<file path="config.mk">
export PLATFORM = sky130hd
export DESIGN_NAME = sorted_priority_queue
export DESIGN_NICKNAME = d
export VERILOG_FILES = /design/src/spq_pkg.sv /design/src/spq_cell.sv /design/src/sorted_priority_queue.sv
export VERILOG_INCLUDE_DIRS = /design/src /design/src/src
export SDC_FILE = /design/constraint.sdc
export NUM_CORES = 2
export LEC_CHECK = 0
export BUFFER_PORTS_ARGS = -buffer_cell sky130_fd_sc_hd__buf_2
export CORE_MARGIN = 4
export CORE_UTILIZATION = 60
export DETAILED_ROUTE_END_ITERATION = 10
export PLACE_DENSITY = 0.76
export SYNTH_ARGS = -nofsm -noshare
export SYNTH_HDL_FRONTEND = slang
export SYNTH_SLANG_ARGS = --single-unit
</file>
<file path="constraint.sdc">
create_clock -name clk -period 13.2 [get_ports clk]
set_input_delay 0.66 -clock clk [delete_from_list [all_inputs] [get_ports clk]]
set_output_delay 0.66 -clock clk [all_outputs]
set_load 0.01 [all_outputs]
</file>
<file path="src/sorted_priority_queue_macros.svh">
// Assertion macros for the sorted priority queue.
// Each macro expects clk and rst_n in scope.
`ifndef SORTED_PRIORITY_QUEUE_MACROS_SVH
`define SORTED_PRIORITY_QUEUE_MACROS_SVH

`ifndef SYNTHESIS

// expr must hold at every clock edge outside reset
`define SPQ_ASSERT_ALWAYS(label, expr) \
    label: assert property (@(posedge clk) disable iff (!rst_n) (expr)) \
        else $error("sorted_priority_queue: invariant violated");

// cons must hold in the same cycle as ante
`define SPQ_ASSERT_IMPLIES(label, ante, cons) \
    label: assert property (@(posedge clk) disable iff (!rst_n) (ante) |-> (cons)) \
        else $error("sorted_priority_queue: implication violated");

// cons must hold in the cycle after ante
`define SPQ_ASSERT_NEXT(label, ante, cons) \
    label: assert property (@(posedge clk) disable iff (!rst_n) (ante) |=> (cons)) \
        else $error("sorted_priority_queue: next-cycle check violated");

`else

`define SPQ_ASSERT_ALWAYS(label, expr)
`define SPQ_ASSERT_IMPLIES(label, ante, cons)
`define SPQ_ASSERT_NEXT(label, ante, cons)

`endif

`endif

</file>
<file path="src/spq_pkg.sv">
package spq_pkg;

    // Queue geometry
    localparam int CAPACITY          = 16;
    localparam int DATA_WIDTH        = 32;
    localparam int COUNT_WIDTH       = $clog2(CAPACITY + 1);

    // Fixed port field widths
    localparam int OPCODE_WIDTH      = 2;
    localparam int FIELD_WIDTH       = 32;
    localparam int COUNT_FIELD_WIDTH = 5;

    typedef logic signed [DATA_WIDTH-1:0] data_t;

    // Operation codes; the unused code behaves as a peek
    typedef enum logic [OPCODE_WIDTH-1:0] {
        OP_PUSH = 2'd0,
        OP_POP  = 2'd1,
        OP_PEEK = 2'd2
    } op_t;

    // Insertion carry handed from one cell to the next
    typedef struct packed {
        logic  valid;
        data_t data;
    } carry_t;

    // Per-cell control from the top level
    typedef struct packed {
        logic shift_up;
        logic occupied;
        logic max_first;
    } cell_ctrl_t;

    // True when a belongs behind b under the selected order (signed compare)
    function automatic logic out_of_order(data_t a, data_t b, logic max_first);
        logic res;
        if (max_first)
        begin
            res = (a < b);
        end
        else
        begin
            res = (a > b);
        end
        return res;
    endfunction

    // Stored entry to output field, zero extended or truncated
    function automatic logic [FIELD_WIDTH-1:0] to_field(data_t d);
        logic [63:0] t;
        t = 64'($unsigned(d));
        return t[FIELD_WIDTH-1:0];
    endfunction

    // Input field to stored entry, low DATA_WIDTH bits kept
    function automatic data_t from_field(logic [FIELD_WIDTH-1:0] f);
        logic [63:0] t;
        t = 64'(f);
        return data_t'(t[DATA_WIDTH-1:0]);
    endfunction

endpackage

</file>
<file path="src/spq_cell.sv">
module spq_cell (
    input  logic                clk,
    input  logic                rst_n,
    input  spq_pkg::cell_ctrl_t ctrl,
    input  spq_pkg::carry_t     carry_in,
    input  spq_pkg::data_t      next_data,
    output spq_pkg::data_t      data,
    output spq_pkg::carry_t     carry_out
);
    import spq_pkg::*;

    data_t data_reg, data_next;
    logic  carry_valid_reg, carry_valid_next;
    data_t carry_data_reg, carry_data_next;
    logic  carry_behind;

    // Keep the winner of carry vs. held entry, pass the loser on
    always_comb
    begin
        carry_behind     = out_of_order(carry_in.data, data_reg, ctrl.max_first);
        data_next        = data_reg;
        carry_valid_next = 1'b0;
        carry_data_next  = carry_behind ? carry_in.data : data_reg;
        if (carry_in.valid)
        begin
            if (ctrl.occupied)
            begin
                data_next        = carry_behind ? data_reg : carry_in.data;
                carry_valid_next = 1'b1;
            end
            else
            begin
                // first free cell: the carry settles here
                data_next = carry_in.data;
            end
        end
        else if (ctrl.shift_up)
        begin
            data_next = next_data;
        end
    end

    // Entry storage, no reset
    always_ff @(posedge clk)
    begin
        data_reg       <= data_next;
        carry_data_reg <= carry_data_next;
    end

    // Carry valid
    always_ff @(posedge clk or negedge rst_n)
    begin
        if (!rst_n)
        begin
            carry_valid_reg <= 1'b0;
        end
        else
        begin
            carry_valid_reg <= carry_valid_next;
        end
    end

    assign data            = data_reg;
    assign carry_out.valid = carry_valid_reg;
    assign carry_out.data  = carry_data_reg;

endmodule

</file>
<file path="src/sorted_priority_queue.sv">
// Channel   Handshake              Payload
// input     in_valid / in_stall    opcode, value
// output    out_valid / out_stall  head_value, count, error
// config    cfg_valid / cfg_ready  cfg_data (order_max_first)
//
// A push also sends an insertion carry past the entries held before it: the
// carry walks down the cell chain one cell per clock to the first free cell.
// The result is registered in the accept cycle; the next item waits for it to leave.
// Reset empties the queue and selects max-first order; cell contents are undefined.
// in_stall is high while a carry is in flight or a result is held by out_stall.
`include "sorted_priority_queue_macros.svh"

module sorted_priority_queue (
    input  logic                                   clk,
    input  logic                                   rst_n,
    input  logic                                   in_valid,
    output logic                                   in_stall,
    input  logic [spq_pkg::OPCODE_WIDTH-1:0]       opcode,
    input  logic signed [spq_pkg::FIELD_WIDTH-1:0] value,
    output logic                                   out_valid,
    input  logic                                   out_stall,
    output logic signed [spq_pkg::FIELD_WIDTH-1:0] head_value,
    output logic [spq_pkg::COUNT_FIELD_WIDTH-1:0]  count,
    output logic                                   error,
    input  logic                                   cfg_valid,
    output logic                                   cfg_ready,
    input  logic                                   cfg_data
);
    import spq_pkg::*;

    logic                         order_reg;
    logic [COUNT_WIDTH-1:0]       count_reg, count_next, occ_count;
    logic                         out_valid_reg;
    logic [FIELD_WIDTH-1:0]       head_reg, head_next;
    logic [COUNT_FIELD_WIDTH-1:0] out_count_reg;
    logic                         error_reg, error_next;

    data_t                        cell_data [CAPACITY];
    carry_t                       carry_out [CAPACITY];
    carry_t                       carry_head;
    logic [CAPACITY-1:0]          carry_busy;

    logic                         busy, accept, full, empty, shift_up;
    data_t                        item;
    op_t                          op;

    // Handshake
    assign busy      = |carry_busy;
    assign in_stall  = busy || (out_valid_reg && out_stall);
    assign accept    = in_valid && !in_stall;
    assign cfg_ready = 1'b1;

    assign item  = from_field($unsigned(value));
    assign op    = op_t'(opcode);
    assign full  = (count_reg == COUNT_WIDTH'(CAPACITY));
    assign empty = (count_reg == '0);

    // While a carry moves, count_reg already includes the new entry
    assign occ_count = busy ? (count_reg - COUNT_WIDTH'(1)) : count_reg;

    // Operation decode and result
    always_comb
    begin
        count_next       = count_reg;
        error_next       = 1'b0;
        head_next        = '0;
        shift_up         = 1'b0;
        carry_head.valid = 1'b0;
        carry_head.data  = item;
        case (op)
            OP_PUSH:
            begin
                if (full)
                begin
                    error_next = 1'b1;
                    head_next  = to_field(cell_data[0]);
                end
                else
                begin
                    carry_head.valid = accept;
                    count_next       = count_reg + COUNT_WIDTH'(1);
                    if (empty || !out_of_order(item, cell_data[0], order_reg))
                    begin
                        head_next = to_field(item);
                    end
                    else
                    begin
                        head_next = to_field(cell_data[0]);
                    end
                end
            end
            OP_POP:
            begin
                if (empty)
                begin
                    error_next = 1'b1;
                end
                else
                begin
                    shift_up   = accept;
                    count_next = count_reg - COUNT_WIDTH'(1);
                    if (count_reg != COUNT_WIDTH'(1))
                    begin
                        head_next = to_field(cell_data[1]);
                    end
                end
            end
            default:
            begin
                // peek, and the unused code
                error_next = empty;
                if (!empty)
                begin
                    head_next = to_field(cell_data[0]);
                end
            end
        endcase
    end

    // Cell chain
    genvar i;
    generate
        for (i = 0; i < CAPACITY; i++)
        begin : g_cell
            cell_ctrl_t ctrl;
            carry_t     cin;
            data_t      nbr;

            assign ctrl.shift_up  = shift_up;
            assign ctrl.occupied  = (COUNT_WIDTH'(i) < occ_count);
            assign ctrl.max_first = order_reg;
            assign carry_busy[i]  = carry_out[i].valid;

            if (i == 0)
            begin : g_first
                assign cin = carry_head;
            end
            else
            begin : g_rest
                assign cin = carry_out[i-1];
            end

            if (i < CAPACITY - 1)
            begin : g_inner
                assign nbr = cell_data[i+1];
            end
            else
            begin : g_last
                assign nbr = cell_data[i];
            end

            spq_cell u_cell (
                .clk       (clk),
                .rst_n     (rst_n),
                .ctrl      (ctrl),
                .carry_in  (cin),
                .next_data (nbr),
                .data      (cell_data[i]),
                .carry_out (carry_out[i])
            );
        end
    endgenerate

    // Control registers
    always_ff @(posedge clk or negedge rst_n)
    begin
        if (!rst_n)
        begin
            order_reg     <= 1'b1;
            count_reg     <= '0;
            out_valid_reg <= 1'b0;
        end
        else
        begin
            if (cfg_valid && cfg_ready)
            begin
                order_reg <= cfg_data;
            end
            if (accept)
            begin
                count_reg     <= count_next;
                out_valid_reg <= 1'b1;
            end
            else if (!out_stall)
            begin
                out_valid_reg <= 1'b0;
            end
        end
    end

    // Result register
    always_ff @(posedge clk)
    begin
        if (accept)
        begin
            head_reg      <= head_next;
            out_count_reg <= COUNT_FIELD_WIDTH'(count_next);
            error_reg     <= error_next;
        end
    end

    assign out_valid  = out_valid_reg;
    assign head_value = head_reg;
    assign count      = out_count_reg;
    assign error      = error_reg;

    // Checks
    `SPQ_ASSERT_ALWAYS(a_single_carry, $onehot0(carry_busy))
    `SPQ_ASSERT_ALWAYS(a_no_chain_overflow, !carry_out[CAPACITY-1].valid)
    `SPQ_ASSERT_ALWAYS(a_count_bound, count_reg <= COUNT_WIDTH'(CAPACITY))
    `SPQ_ASSERT_NEXT(a_push_grows, accept && op == OP_PUSH && !full, count_reg == $past(count_reg) + COUNT_WIDTH'(1))
    `SPQ_ASSERT_NEXT(a_error_keeps_count, accept && error_next, count_reg == $past(count_reg))

endmodule

</file>
==> reports/qor.txt <==
IO Count: 81
most common cell after layout, fill and taps aside: o21ai_0
drt initial violations: 2657
gr usage total: 0.254
skew final: 31.1 ps
Synth Area in Simple Gates: 0.0836
Max Slew Vio Count: 0
PwrDens: 232 nW/um^2
Final HPWL DP: 87400 um
Post-CTS Setup Inserts: 0
Max Cap Violations: 0
CP cell instances: nor4_1 -> and4_1 -> nand3_1 -> inv_2 -> buf_4 -> nand2_1 -> inv_2 -> nor2_1 -> nor2_2 -> buf_4
initial antenna violation count: 2
HP Class: in -> async
Int Pwr: 8.74 mW
Port Buffers: 79
clock sink count: 1053
EDFF count, synth: 550
Synthesized Nets: 5311
Worst-Margin Slew: 1030 ps
Final TNS setup: 0 ps
worst-path fanout max: 66
layout cells sized above 1: 0.168
Final Hold Vio Count: 0
die height: 304 um
setup violators final: 0
Final min period: 5100 ps
first-pass GRT wire length: 191000 um
Layout Nets: 5366
sw frac: 0.347
Layout Utilization: 0.665
clock tree buffer depth: 3
critical path's largest stage delay: 730 ps
Initial Util: 0.605
vias in the first global route: 35.7k
Synth Register Bits: 1053
CTS root buffer: clkbuf_16
Critical Path Source: g_cell[12].u_cell.carry_valid_reg
outcome: completed
core area: 86800 sq um
Synth-to-Final Area Change: 9.81%
r2r setup slk: 8100 ps
vias per cell: 5.76
WL/cell: 19.6 um
commonest cells after routing, fill and taps aside: o21ai_0, inv_1, edfxtp_1
RSZ-0062 raised after global routing: no
WS Path Type: reg -> reg
Worst VDD drop: 141 uV
Reg-to-Reg End: g_cell[0].u_cell.data[13]
max reg flops: 512
Post-Synth XOR/XNOR Area: 0.00167
worst path arrival time: 5440 ps
FMAX: 196 MHz
Cell Rows: 108
CTS H-tree lvls: 3
Primary FF master, synth: edfxtp_1
cts bufs inserted: 106
GRT overflow: 0
Worst-Skew Late Latency: 680 ps
chip width: 304 um
Seq/Total Area, Yosys: 0.508
Clk pwr share: 0.232
Gate power share: 0.346
number of gates resized after CTS: 0
sequential power share: 0.422
Synth Area in Compound Gates: 0.108
startpoint types: flop
Worst Setup End Kind: flop
synthesized area per cell: 11.0 sq um
Mapped Cells: 4756
CTS tree: done
DR vias: 34.9k
largest family of logic cells by synthesized area: adder cells
fraction of registers with async set/reset: 0.0218
Worst Reg-to-Reg Cells: 10
placed inst area: 54100 sq um
Post-Syn Area: 52500 sq um
Placer Congestion: 0.873
Final period util: 0.386
first-pass detailed-route iteration total: 6
Psw: 4.65 mW
leakage: 24.1 nW
Routed Antenna Nets: 0
drt drc: 0
Reg clk slew, reported paths: 70 ps
post-synthesis adder-cell area fraction: 0.123
R2R Path Start: g_cell[12].u_cell.carry_valid_reg
Cell variety after synth: 80
proportion of synthesized area in mux cells: 0.120
fin area: 57700 sq um
Slew HR: 0.309
Worst Setup EP: g_cell[0].u_cell.data[13]
CP required: 13540 ps
largest net degree at the start of global routing: 67
die area: 92300 sq um
hold-fix buffer count after cts: 0
DRT Wirelength: 119000 um
synth warn: 0
Crit-path slowest cell: dfrtp_2
## layer usage
| metal | GRT usage | up-vias | share of wire |
|---|---|---|---|
| met5 | 0 | - | 0 |
| met4 | 0.0764 | 0 | 0.030 |
| met3 | 0.0330 | 235 | 0.046 |
| met2 | 0.446 | 826 | 0.50 |
| met1 | 0.329 | 16700 | 0.43 |
| li1 | - | 17100 | - |
## critical path: cells and delay by family (launching register included)
family        cells  cell delay [ps]
buf+inv           4             1730
simple gates      6             2250
flops             1              730
## how the worst min path moves through the flow
stage / endpoint / slack [ps] / cells after the start
2_1_floorplan: count_reg[0] / 360 / 0
3_3_place_gp: g_cell[15].u_cell.data[0] / 410 / 0
3_5_place_dp: g_cell[15].u_cell.data[1] / 420 / 0
4_1_cts: g_cell[4].u_cell.carry_valid_reg / 10 / 1
5_1_grt: count_reg[4] / 40 / 1
6_report: count_reg[4] / 20 / 1
## synth_stat cells (14+ instances only)
| cell | number | area share |
|---|---|---|
| a211oi_1 | 18 | 0.0026 |
| buf_6 | 15 | 0.0032 |
| nor2_1 | 91 | 0.0065 |
| o21ai_0 | 559 | 0.053 |
| buf_1 | 24 | 0.0017 |
| nand2_1 | 543 | 0.039 |
| nor4_1 | 16 | 0.0019 |
| and2_1 | 39 | 0.0046 |
| nand3_1 | 49 | 0.0047 |
| a21o_1 | 59 | 0.0084 |
| or2_2 | 14 | 0.0017 |
| nor3_1 | 33 | 0.0031 |
| mux2_2 | 347 | 0.074 |
| dfxtp_1 | 480 | 0.18 |
| buf_2 | 27 | 0.0026 |
| mux2_1 | 33 | 0.0071 |
| mux2_4 | 117 | 0.033 |
| nand4_1 | 87 | 0.010 |
| o211ai_1 | 17 | 0.0024 |
| nand2b_1 | 19 | 0.0023 |
| clkbuf_1 | 104 | 0.0074 |
| mux2i_1 | 18 | 0.0034 |
| a21oi_1 | 134 | 0.013 |
| edfxtp_1 | 550 | 0.31 |
| dfrtp_1 | 22 | 0.010 |
| nor2b_1 | 34 | 0.0041 |
| inv_1 | 554 | 0.040 |
| ha_1 | 515 | 0.12 |
| a221o_1 | 34 | 0.0065 |
| o21a_1 | 22 | 0.0031 |
| a31oi_1 | 18 | 0.0021 |
## power by group through the flow
stage	combinational (mW)	sequential, mW	clock [mW]
after global routing	5.14	5.78	3.28
final	4.63	5.66	3.11
after CTS	4.62	5.66	3.14
after global placement	4.41	5.68	0
after floorplan	3.54	5.28	0
after detailed placement	4.55	5.70	0
## cell type report
| type | instances | area (sq um) |
|---|---|---|
| Inverter | 556 | 2090 |
| Fill cell | 6499 | 29100 |
| Clock inverter | 66 | 689 |
| Tap cell | 1155 | 1450 |
| Sequential cell | 1053 | 26700 |
| Antenna cell | 2 | 5.00 |
| Timing Repair Buffer | 121 | 711 |
| Clock buffer | 135 | 2920 |
| Multi-Input combinational cell | 2973 | 23100 |
## kinds of logic (layout without fill, tap and decap cells)
logic type      count (synthesis)  count (layout)
flops                        1053            1053
other cells                     1               3
buf+inv                       730             878
simple gates                  960             960
mux                           522             522
xor+xnor                       10              10
compound gates                965             965
fa+ha+maj                     515             515
## per-stage QoR
| step | hold WS (ps) | power, mW | setup slack, ps | cells |
|---|---|---|---|---|
| global route | 42.3 | 14.2 | 7590 | 6060 |
| global placement | 414 | 10.1 | 8170 | 5858 |
| finish | 21.2 | 13.4 | 8100 | 6061 |
| CTS | 10.6 | 13.4 | 8050 | 6059 |
| detailed placement | 419 | 10.2 | 8050 | 5858 |
| floorplan | 364 | 8.82 | 8640 | 4756 |
Note: power is estimated with default switching activity, not from simulation.
